===== src/hdl/ksq_pkg.sv =====
// ----------------------------------------------------------------------------
// ksq_pkg
// Shared constants, types and helpers for the keyword square transpose cipher.
// ----------------------------------------------------------------------------
package ksq_pkg;

	localparam int SQUARE_SIDE = 5;
	localparam int CELLS       = SQUARE_SIDE * SQUARE_SIDE;
	localparam int IDX_W       = $clog2(CELLS);
	localparam int CNT_W       = $clog2(CELLS + 1);
	localparam int CHAR_W      = 8;
	localparam int OP_W        = 2;

	localparam logic [OP_W-1:0] OP_KEY = 2'd0;
	localparam logic [OP_W-1:0] OP_ENC = 2'd1;
	localparam logic [OP_W-1:0] OP_DEC = 2'd2;

	localparam logic [CHAR_W-1:0] FIRST_LETTER = 8'h41; // 'A'
	localparam logic [CHAR_W-1:0] LAST_LETTER  = 8'h59; // 'Y'
	localparam logic [CHAR_W-1:0] LOWER_A      = 8'h61; // 'a'
	localparam logic [CHAR_W-1:0] LOWER_Z      = 8'h7A; // 'z'
	localparam logic [CHAR_W-1:0] CASE_OFFSET  = 8'h20;

	// one RAM port group: write port plus read address
	typedef struct packed {
		logic             we;
		logic [IDX_W-1:0] waddr;
		logic [IDX_W-1:0] wdata;
		logic [IDX_W-1:0] raddr;
	} ram_req_t;

	function automatic logic in_alphabet(input logic [CHAR_W-1:0] ch);
		return ch inside {[FIRST_LETTER:LAST_LETTER]};
	endfunction

	// cell row*SIDE+col -> cell col*SIDE+row
	function automatic logic [IDX_W-1:0] transpose_cell(input logic [IDX_W-1:0] pos);
		logic [IDX_W-1:0] row;
		logic [IDX_W-1:0] col;
		row = '0;
		for (int r = 1; r < SQUARE_SIDE; r++) begin
			if (pos >= IDX_W'(r * SQUARE_SIDE)) begin
				row = IDX_W'(r);
			end
		end
		col = pos - IDX_W'(row * SQUARE_SIDE);
		return IDX_W'(col * SQUARE_SIDE + row);
	endfunction

endpackage


===== src/hdl/ksq_ram.sv =====
// ----------------------------------------------------------------------------
// ksq_ram
// Generic single write port RAM with one registered read port.
// ----------------------------------------------------------------------------
module ksq_ram #(
	parameter int WIDTH = 8,
	parameter int DEPTH = 32
) (
	input  logic                     clk,
	input  logic                     we,
	input  logic [$clog2(DEPTH)-1:0] waddr,
	input  logic [WIDTH-1:0]         wdata,
	input  logic [$clog2(DEPTH)-1:0] raddr,
	output logic [WIDTH-1:0]         rdata
);

	logic [WIDTH-1:0] mem_q [DEPTH];
	logic [WIDTH-1:0] rdata_q;

	always_ff @(posedge clk) begin
		if (we) begin
			mem_q[waddr] <= wdata;
		end
		rdata_q <= mem_q[raddr];
	end

	assign rdata = rdata_q;

endmodule


===== src/hdl/ksq_ctrl.sv =====
// ----------------------------------------------------------------------------
// ksq_ctrl
// Sequencer: shared letter placement unit for keyword and fill, two-read
// lookup for text, and the output register.
// ----------------------------------------------------------------------------
module ksq_ctrl (
	input  logic                         clk,
	input  logic                         arst_n,
	input  logic [ksq_pkg::OP_W-1:0]     op,
	input  logic [ksq_pkg::CHAR_W-1:0]   in_char,
	input  logic                         last,
	input  logic                         in_valid,
	output logic                         in_stall,
	output logic [ksq_pkg::CHAR_W-1:0]   out_char,
	output logic                         out_valid,
	input  logic                         out_stall,
	output ksq_pkg::ram_req_t            sq_req,
	output ksq_pkg::ram_req_t            pos_req,
	input  logic [ksq_pkg::IDX_W-1:0]    sq_rdata,
	input  logic [ksq_pkg::IDX_W-1:0]    pos_rdata
);
	import ksq_pkg::*;

	localparam logic [2:0] S_IDLE  = 3'd0;
	localparam logic [2:0] S_KEY   = 3'd1;
	localparam logic [2:0] S_FILL  = 3'd2;
	localparam logic [2:0] S_LOOK1 = 3'd3;
	localparam logic [2:0] S_LOOK2 = 3'd4;
	localparam logic [2:0] S_OUT   = 3'd5;

	logic [2:0]        state_q;
	logic [CHAR_W-1:0] char_q;
	logic              last_q;
	logic [CHAR_W-1:0] res_q;
	logic [IDX_W-1:0]  fill_idx_q;
	logic [CNT_W-1:0]  fill_count_q;
	logic [CELLS-1:0]  used_q;
	logic              ready_q;
	logic [CHAR_W-1:0] out_char_q;
	logic              out_valid_q;

	logic              accept;
	logic [CHAR_W-1:0] key;
	logic              place_en;
	logic [IDX_W-1:0]  place_idx;
	logic              place_we;
	logic              out_free;
	logic [CHAR_W-1:0] char_off;

	assign accept   = in_valid && !in_stall;
	assign in_stall = (state_q != S_IDLE);
	assign out_free = !out_valid_q || !out_stall;

	// encrypt folds lower case; decrypt does not
	always_comb begin
		key = in_char;
		if (op == OP_ENC && (in_char inside {[LOWER_A:LOWER_Z]})) begin
			key = in_char - CASE_OFFSET;
		end
	end

	// shared placement unit
	assign char_off  = char_q - FIRST_LETTER;
	assign place_idx = (state_q == S_FILL) ? fill_idx_q : char_off[IDX_W-1:0];
	assign place_en  = (state_q == S_FILL) || (state_q == S_KEY && in_alphabet(char_q));
	assign place_we  = place_en && (fill_count_q < CNT_W'(CELLS)) && !used_q[place_idx];

	always_comb begin
		logic [CHAR_W-1:0] key_off;
		key_off       = key - FIRST_LETTER;
		sq_req.we     = place_we;
		sq_req.waddr  = fill_count_q[IDX_W-1:0];
		sq_req.wdata  = place_idx;
		sq_req.raddr  = transpose_cell(pos_rdata);
		pos_req.we    = place_we;
		pos_req.waddr = place_idx;
		pos_req.wdata = fill_count_q[IDX_W-1:0];
		pos_req.raddr = key_off[IDX_W-1:0];
	end

	always_ff @(posedge clk or negedge arst_n) begin
		if (!arst_n) begin
			state_q      <= S_IDLE;
			fill_idx_q   <= '0;
			fill_count_q <= '0;
			used_q       <= '0;
			ready_q      <= 1'b0;
			out_valid_q  <= 1'b0;
		end else begin
			// load a new beat, or drop the one just taken
			if (state_q == S_OUT && out_free) begin
				out_valid_q <= 1'b1;
			end else if (out_valid_q && !out_stall) begin
				out_valid_q <= 1'b0;
			end
			if (place_we) begin
				used_q[place_idx] <= 1'b1;
				fill_count_q      <= fill_count_q + CNT_W'(1);
			end
			case (state_q)
				S_IDLE: begin
					if (accept) begin
						case (op)
							OP_KEY: begin
								if (!ready_q) begin
									state_q <= S_KEY;
								end
							end
							OP_ENC, OP_DEC: begin
								if (ready_q && in_alphabet(key)) begin
									state_q <= S_LOOK1;
								end else begin
									state_q <= S_OUT;
								end
							end
							default: state_q <= S_IDLE;
						endcase
					end
				end
				S_KEY: begin
					fill_idx_q <= '0;
					state_q    <= last_q ? S_FILL : S_IDLE;
				end
				S_FILL: begin
					fill_idx_q <= fill_idx_q + IDX_W'(1);
					if (fill_idx_q == IDX_W'(CELLS - 1)) begin
						ready_q <= 1'b1;
						state_q <= S_IDLE;
					end
				end
				S_LOOK1: state_q <= S_LOOK2;
				S_LOOK2: state_q <= S_OUT;
				S_OUT: begin
					if (out_free) begin
						state_q <= S_IDLE;
					end
				end
				default: state_q <= S_IDLE;
			endcase
		end
	end

	// payload registers
	always_ff @(posedge clk) begin
		if (accept) begin
			char_q <= in_char;
			last_q <= last;
			res_q  <= in_char;
		end
		if (state_q == S_LOOK2) begin
			res_q <= FIRST_LETTER + CHAR_W'(sq_rdata);
		end
		if (state_q == S_OUT && out_free) begin
			out_char_q <= res_q;
		end
	end

	assign out_char  = out_char_q;
	assign out_valid = out_valid_q;

endmodule


===== src/hdl/keyword_square_transpose_cipher_top.sv =====
// ----------------------------------------------------------------------------
// keyword_square_transpose_cipher_top
// 5x5 keyword letter square with row/column transpose substitution.
// ----------------------------------------------------------------------------
// Keyword beats (op 0) place letters A..Y into the square in arrival order,
// skipping repeats and anything outside A..Y; the beat marked last then fills
// the remaining cells with unused letters alphabetically and the square goes
// ready. Keyword beats after the square is ready, and op 3 beats, are taken
// and dropped with no output; any other keyword beat, placed or skipped, goes
// through the placement state, and the last one adds a fill walk. Text
// beats (op 1 encrypt, which folds lower case, op 2 decrypt) each produce one
// output beat: a letter at row r, column c becomes the letter at row c,
// column r; any other byte, and all text before the square is ready, passes
// through. A substituted letter goes through two dependent reads (of the
// letter-to-cell and cell-to-letter RAMs), then the output register; a
// passed-through byte goes straight to the output register. One beat is in
// flight at a time: in_stall is high while the sequencer works, and a
// finished result sits in the output register so the next input beat can be
// taken while it waits. The square RAMs come up undefined and need no
// clearing, since lookups only start once every cell is written.
// ----------------------------------------------------------------------------
module keyword_square_transpose_cipher_top (
	input  logic                       clk,
	input  logic                       arst_n,
	input  logic [ksq_pkg::OP_W-1:0]   op,
	input  logic [ksq_pkg::CHAR_W-1:0] in_char,
	input  logic                       last,
	input  logic                       in_valid,
	output logic                       in_stall,
	output logic [ksq_pkg::CHAR_W-1:0] out_char,
	output logic                       out_valid,
	input  logic                       out_stall
);
	import ksq_pkg::*;

	ram_req_t         sq_req;
	ram_req_t         pos_req;
	logic [IDX_W-1:0] sq_rdata;
	logic [IDX_W-1:0] pos_rdata;

	// sequencer, placement unit, output register
	ksq_ctrl u_ctrl (
		.clk       (clk),
		.arst_n    (arst_n),
		.op        (op),
		.in_char   (in_char),
		.last      (last),
		.in_valid  (in_valid),
		.in_stall  (in_stall),
		.out_char  (out_char),
		.out_valid (out_valid),
		.out_stall (out_stall),
		.sq_req    (sq_req),
		.pos_req   (pos_req),
		.sq_rdata  (sq_rdata),
		.pos_rdata (pos_rdata)
	);

	// cell -> letter index
	ksq_ram #(.WIDTH(IDX_W), .DEPTH(CELLS)) u_square_ram (
		.clk   (clk),
		.we    (sq_req.we),
		.waddr (sq_req.waddr),
		.wdata (sq_req.wdata),
		.raddr (sq_req.raddr),
		.rdata (sq_rdata)
	);

	// letter index -> cell
	ksq_ram #(.WIDTH(IDX_W), .DEPTH(CELLS)) u_position_ram (
		.clk   (clk),
		.we    (pos_req.we),
		.waddr (pos_req.waddr),
		.wdata (pos_req.wdata),
		.raddr (pos_req.raddr),
		.rdata (pos_rdata)
	);

endmodule

===== config.mk =====
export PLATFORM = sky130hd
export DESIGN_NAME = keyword_square_transpose_cipher_top
export DESIGN_NICKNAME = d
export VERILOG_FILES = /design/src/hdl/ksq_pkg.sv /design/src/hdl/ksq_ram.sv /design/src/hdl/ksq_ctrl.sv /design/src/hdl/keyword_square_transpose_cipher_top.sv
export SDC_FILE = /design/constraint.sdc
export NUM_CORES = 1
export LEC_CHECK = 0
export BUFFER_PORTS_ARGS = -buffer_cell sky130_fd_sc_hd__buf_2
export CAP_MARGIN = 10
export CORE_MARGIN = 2
export CORE_UTILIZATION = 67
export CTS_CLUSTER_DIAMETER = 150
export CTS_CLUSTER_SIZE = 25
export DETAILED_ROUTE_END_ITERATION = 16
export PLACE_DENSITY = 0.84
export SYNTH_ARGS = -nofsm -noshare
export SYNTH_HDL_FRONTEND = slang
export SYNTH_SLANG_ARGS = --single-unit
export TNS_END_PERCENT = 100

===== constraint.sdc =====
create_clock -name clk -period 7.6 [get_ports clk]
set_clock_uncertainty 0.2 [all_clocks]
set_input_delay 1.9 -clock clk [delete_from_list [all_inputs] [get_ports clk]]
set_output_delay 1.9 -clock clk [all_outputs]
set_load 0.03 [all_outputs]

After elaboration in Yosys (flattened, before gate mapping)
Memories as Yosys holds them, arrays and structs flattened. A register that Yosys moved wholly into a read port is not among the register bits.
Index checks and enable logic that the tools add are counted.
{"block": "totals", "elab_cells": 100, "romBits": 0, "memories": 2, "inputBits": 15, "latch_bits": 0, "ram_bits": 250, "regBits": 65}
{"name": "u_position_ram.mem_q", "words": 25, "width": 5, "read_ports": 1, "rd_ports_with_merged_regs": 1, "wr": 1, "line_no": "ksq_ram.sv:17", "rtl": "logic [WIDTH-1:0] mem_q [DEPTH];"}
{"name": "u_square_ram.mem_q", "words": 25, "width": 5, "read_ports": 1, "rd_ports_with_merged_regs": 1, "wr": 1, "line_no": "ksq_ram.sv:17"}
{"block": "classes", "n_shift": 0, "n_bitwise": 1, "n_mul": 2, "n_mux": 25, "n_lt_le_gt_ge": 13, "eq_ne": 12, "n_reduce_logical": 27, "n_div": 0, "add_sub_neg": 8}
{"op": "OR 25 bit", "n": 1}
{"op": ">= comparator 8 x 7 -> 1 bit, second input constant", "n": 3}
{"op": "less-or-equal comparator 8 x 7 -> 1 bit, second input constant", "n": 3}
{"op": "two-way mux 8 bit", "n": 3}
{"op": "two-way mux 3 bit", "n": 6}
{"op": "one-hot mux 3 bit (6 select lines)", "n": 1}
{"op": "logical AND 1 bit", "n": 12}
{"op": "adder 5 x 1 -> 5 bit, second input constant", "n": 2}
{"op": ">= comparator 5 x 4 -> 1 bit, second input constant", "n": 2}
{"op": "one-hot mux 5 bit (2 select lines)", "n": 1}
{"op": "subtractor 5 x 1 -> 5 bit, second input constant", "n": 2}
{"op": "adder 7 x 5 -> 8 bit, first input constant", "n": 1}
{"op": "subtractor 8 x 6 -> 8 bit, second input constant", "n": 1}
{"op": "two-way mux 1 bit", "n": 7}
{"op": "== test 3 x 2 -> 1 bit, second input constant", "n": 2}
{"op": "== test 3 bit, second input constant", "n": 2}
{"op": "less-than comparator 5 x 6 -> 1 bit, second input constant", "n": 1}
{"op": "two-way mux 2 bit", "n": 3}
{"op": "one-hot mux 3 bit (2 select lines)", "n": 1}
{"op": "nonzero test 2 bit", "n": 3}
{"op": "adder 5 x 3 -> 5 bit", "n": 1}
{"op": "binary-select mux 1 bit (select 5 bit)", "n": 1}
{"op": "demux 1 bit (select 5 bit)", "n": 1}
{"op": "== test 5 bit, second input constant", "n": 1}
{"op": "22 further kinds", "n": 27}

Depth between registers and ports, before layout
{"block": "depth", "depth_word": 11, "ltp_mapped": 18, "depth_no_buf": 17}

Hierarchy
Synthesis repeated with hierarchy kept, for this count alone.
{"block": "hier_totals", "hier_cells": 918, "hier_area_um2": 14077.3}
{"module": "ksq_ram", "cells_per_inst": 272, "seq_area_each_um2": 3853.7, "n_inst": 2, "area_per_inst_um2": 5078.6}
{"module": "ksq_ctrl", "cells_per_inst": 374, "seq_area_each_um2": 1751.7, "n_inst": 1, "area_per_inst_um2": 3920.0}

Least setup slack after synthesis
No wires, ideal clock.
{"block": "synth_timing", "path_kind": "input -> register", "startpoint": "in in_char[0] (netlist bit)", "endpoint": "reg u_position_ram.rdata_q[1] (netlist: u_position_ram.rdata[1]) (read register of u_position_ram.mem_q)", "path_buffers": 3, "stages": 9, "required_time_ns": 7.260, "setup_ns": 0.140, "t_arrival_ns": 4.893, "path_slack_ns": 2.367, "path_cell_list": "buf_2 > buf_1 > buf_1 > inv_1 > ha_1 > xnor2_1 > mux4_2 > nand2_1 > o21ai_0"}
{"block": "synth_between", "elab_chain_cells": 5}
{"element": "start: declaration", "line_no": "keyword_square_transpose_cipher_top.sv:26", "rtl": "input logic [ksq_pkg::CHAR_W-1:0] in_char,"}
{"element": ">= comparator 8 x 7 -> 1 bit or less-or-equal comparator 8 x 7 -> 1 bit (tied branches)", "line_no": "ksq_ctrl.sv:57", "rtl": "if (op == OP_ENC && (in_char inside {[LOWER_A:LOWER_Z]})) begin"}
{"element": "logical AND 1 bit (2 in a row)", "line_no": "ksq_ctrl.sv:57"}
{"element": "two-way mux 8 bit (*)", "line_no": "ksq_ctrl.sv:57"}
{"element": "subtractor 5 x 1 -> 5 bit (*)", "line_no": "ksq_ctrl.sv:70", "rtl": "key_off = key - FIRST_LETTER;"}
{"element": "end: declaration", "line_no": "ksq_ram.sv:18", "rtl": "logic [WIDTH-1:0] rdata_q;"}
Every way passes the cells marked *; elsewhere a longest branch is shown, timed or not.
A chain may end at the register's enable or synchronous reset.

==> impl_metrics.yaml <==
detailed_routing:
  via_per_inst: 6.83
  first_pass_iters: 8
  drc: 0
  vias: 7767
  drt_iter0_markers: 865
  wl_mm: 28.9
  wl_per_cell_um: 25.5
  antenna_left: 0
synthesis:
  async_flop_share: 0.123
  avgSynthCellArea_um2: 16.7
  synth_edf_count: 275
  yosysTopAreaCellShare: 0.585
  syn_area_um2: 14100
  synthTopCellsByArea: "edfxtp_1 (59%), mux4_2 (12%), dfrtp_1 (7.1%)"
  synth_flop_cell: "edfxtp_1"
  yosys.area.top_type: "edfxtp_1"
  syn-num-nets: 892
  yosysSeqAreaShare: 0.671
  synthCells: 845
  yosysWarningCount: 0
  ys_types: 61
  yosys_register_bits: 325
placed_design:
  portBuffers: 24
  place_ws_ns: 2.25
  place_congestion: 0.850
  placed_area_um2: 14400
  dp_hpwl_mm: 19.1
critical_path:
  timing.rr.end: "u_square_ram.mem_q[16][0]"
  critPathKind: "reg2reg"
  r2r-start: "u_ctrl.state_q[0]"
  r2r_slack_ns: 2.20
  slowest_delay_ns: 0.82
  worstSetupEndpointType: "flip-flop"
  required_ns: 7.58
  critPathTopFamily: "simple AND/OR/NAND/NOR gates"
  reg2reg_depth: 9
  crit_arrival_ns: 5.38
  crit_chain: "or3b_1 > a21o_1 > inv_1 > nand2_1 > a221oi_1 > or4_1 > nor2_4 > buf_4 > and3_1"
  cp-start-kind: "flip-flop"
  slowest_stage: "nor2_4"
  critPathBufInv: 2
  cp_max_fo: 49
clocking:
  cts_root_buf: "clkbuf_16"
  cts_setup_buffers: 0
  clkSinkCount: 325
  cts_tree: "yes"
  htree_num_levels: 1
  numCtsBuffers: 16
  cts_resized: 0
  clk_path_buf_depth: 3
  clk_latency_ns: 0.50
  path_clk_slew_ns: 0.10
  hold_buffers: 0
grt:
  grt_max_degree: 50
  grt_pass1_vias: 7802
  track_usage: 0.267
  grt_overflow: 0
  grt_antenna_before_repair: 0
  grt_pass1_wl_mm: 44.7
layout:
  final_common_cell: "edfxtp_1"
  layout.nets: 899
  final_cell_mix: "edfxtp_1 (275), mux4_2 (78), and3_1 (50), nand2_1 (49), dfrtp_1 (40)"
  stdcell_area_um2: 14900
  drive_gt1_frac: 0.181
  area_growth_pct: 5.96
  antenna_cells: 0
  fillerInstances: 1255
die:
  core_um2: 20800
  die-area_um2: 22200
  io_pins: 25
  die_x_um: 149
  std_cell_rows: 53
  start_util: 0.677
  die_y_um: 149
hold_path:
  min_delay_path_depth: 0
  whs_endpoint: "u_ctrl.out_char[4]"
  hold_path_class: "reg2reg"
  min-delay-start: "u_ctrl.res_q[4]"
sta:
  min_period_ns: 5.40
  worst_slew_pin_slew_ns: 1.08
  timing.final.ws_setup_ns: 2.20
  rsz0062_at_grt: "no"
  tns_ns: 0
  timing_hold_violations_final: 0
  relSlewSlack: 0.275
  final_max_slew_viol_count: 0
  final.period_utilization: 0.710
  whs_ns: 0.225
  max_freq_mhz: 185
  setup_viol: 0
power:
  ir_drop_uv: 305
  total_leakage_power_nw: 5.42
  p_per_area_nw_per_um2: 405
run:
  cap_violations: 0
run_status:
  outcome: "finished, final reports clean"
## per-layer routing
layer / track usage / share of wire
met1: 0.369 / 0.38
met4: 0.0662 / 0.024
met2: 0.464 / 0.53
met3: 0.0312 / 0.065
met5: 0 / 0
## state kept, by name (all words and copies together), names as in the netlist, 8 cells and up
| signal | flops |
|---|---|
| u_position_ram.mem_q | 125 |
| u_ctrl.out_char | 8 |
| u_ctrl.used_q | 25 |
| u_ctrl.char_q | 8 |
| u_ctrl.res_q | 8 |
| u_square_ram.mem_q | 125 |
## Yosys cell counts, types with 4 or more instances
library cell	n
xor2_1	9
dfrtp_1	40
and3_1	50
a31o_2	5
nor2_1	22
dfxtp_1	10
mux4_2	78
nand3_1	16
mux2i_1	10
a21oi_1	14
a31o_1	21
o31ai_1	7
edfxtp_1	275
buf_1	8
and3b_1	4
o21ai_0	24
a22oi_1	4
buf_6	6
buf_2	6
xnor2_1	13
inv_1	31
nor2b_1	6
nor3_1	8
and2_1	4
mux2_2	6
ha_1	30
nand2_1	49
a21o_1	4
clkbuf_1	28
nor3b_1	7
## layout make-up
cell class                 count  area, um^2  share of cell area
inverter                      31         116             0.00779
clock buffer                  28         467              0.0312
sequential                   325        9460               0.633
multi-input combinational    440        4320               0.289
tap                          275         344              0.0230
timing repair buffer          38         245              0.0164
## cell families (layout without fill, tap and decap cells)
| family | count (synthesis) | after routing | synth area share |
|---|---|---|---|
| AOI/OAI and AO/OA | 101 | 101 | 0.0506 |
| xor gates and xnor gates | 22 | 22 | 0.0137 |
| adders and majority gates | 33 | 33 | 0.0302 |
| buffers and inverters | 80 | 97 | 0.0251 |
| DFF | 325 | 325 | 0.671 |
| muxes | 95 | 95 | 0.137 |
| and+or+nand+nor | 189 | 189 | 0.0726 |
## worst register-to-register path, delay by kind of cell, from the launching register on
family	cells	cell delay [ns]
simple gates	5	2.75
buf+inv	2	0.93
flops	1	0.72
compound gates	2	0.47
## how the worst max path moves through the flow
stage                                 start  cells after the start                        end
after global placement           in_char[0]                      8    u_position_ram.rdata[1]
final                     u_ctrl.state_q[0]                      9  u_square_ram.mem_q[16][0]
after floorplan                  in_char[0]                      9    u_position_ram.rdata[1]
after detailed placement         in_char[0]                      8    u_position_ram.rdata[2]
after CTS                 u_ctrl.state_q[0]                      9  u_square_ram.mem_q[16][0]
after global routing      u_ctrl.state_q[0]                      9  u_square_ram.mem_q[16][1]
## metrics by stage
step | cells | utilization | power [mW]
after floorplan | 845 | - | 4.43
after global placement | 1108 | 0.693 | 4.96
final | 1137 | 0.718 | 6.05
after CTS | 1136 | 0.716 | 6.06
after detailed placement | 1108 | 0.693 | 5.13
after global routing | 1137 | 0.718 | 6.33
## power breakdown
group	internal, mW	total (mW)	leakage, nW	switching (mW)
registers	2.31	2.46	3.17	0.145
logic	1.18	2.65	2.03	1.47
clock network	0.424	0.938	0.222	0.515
(Power assumes the default switching activity.)
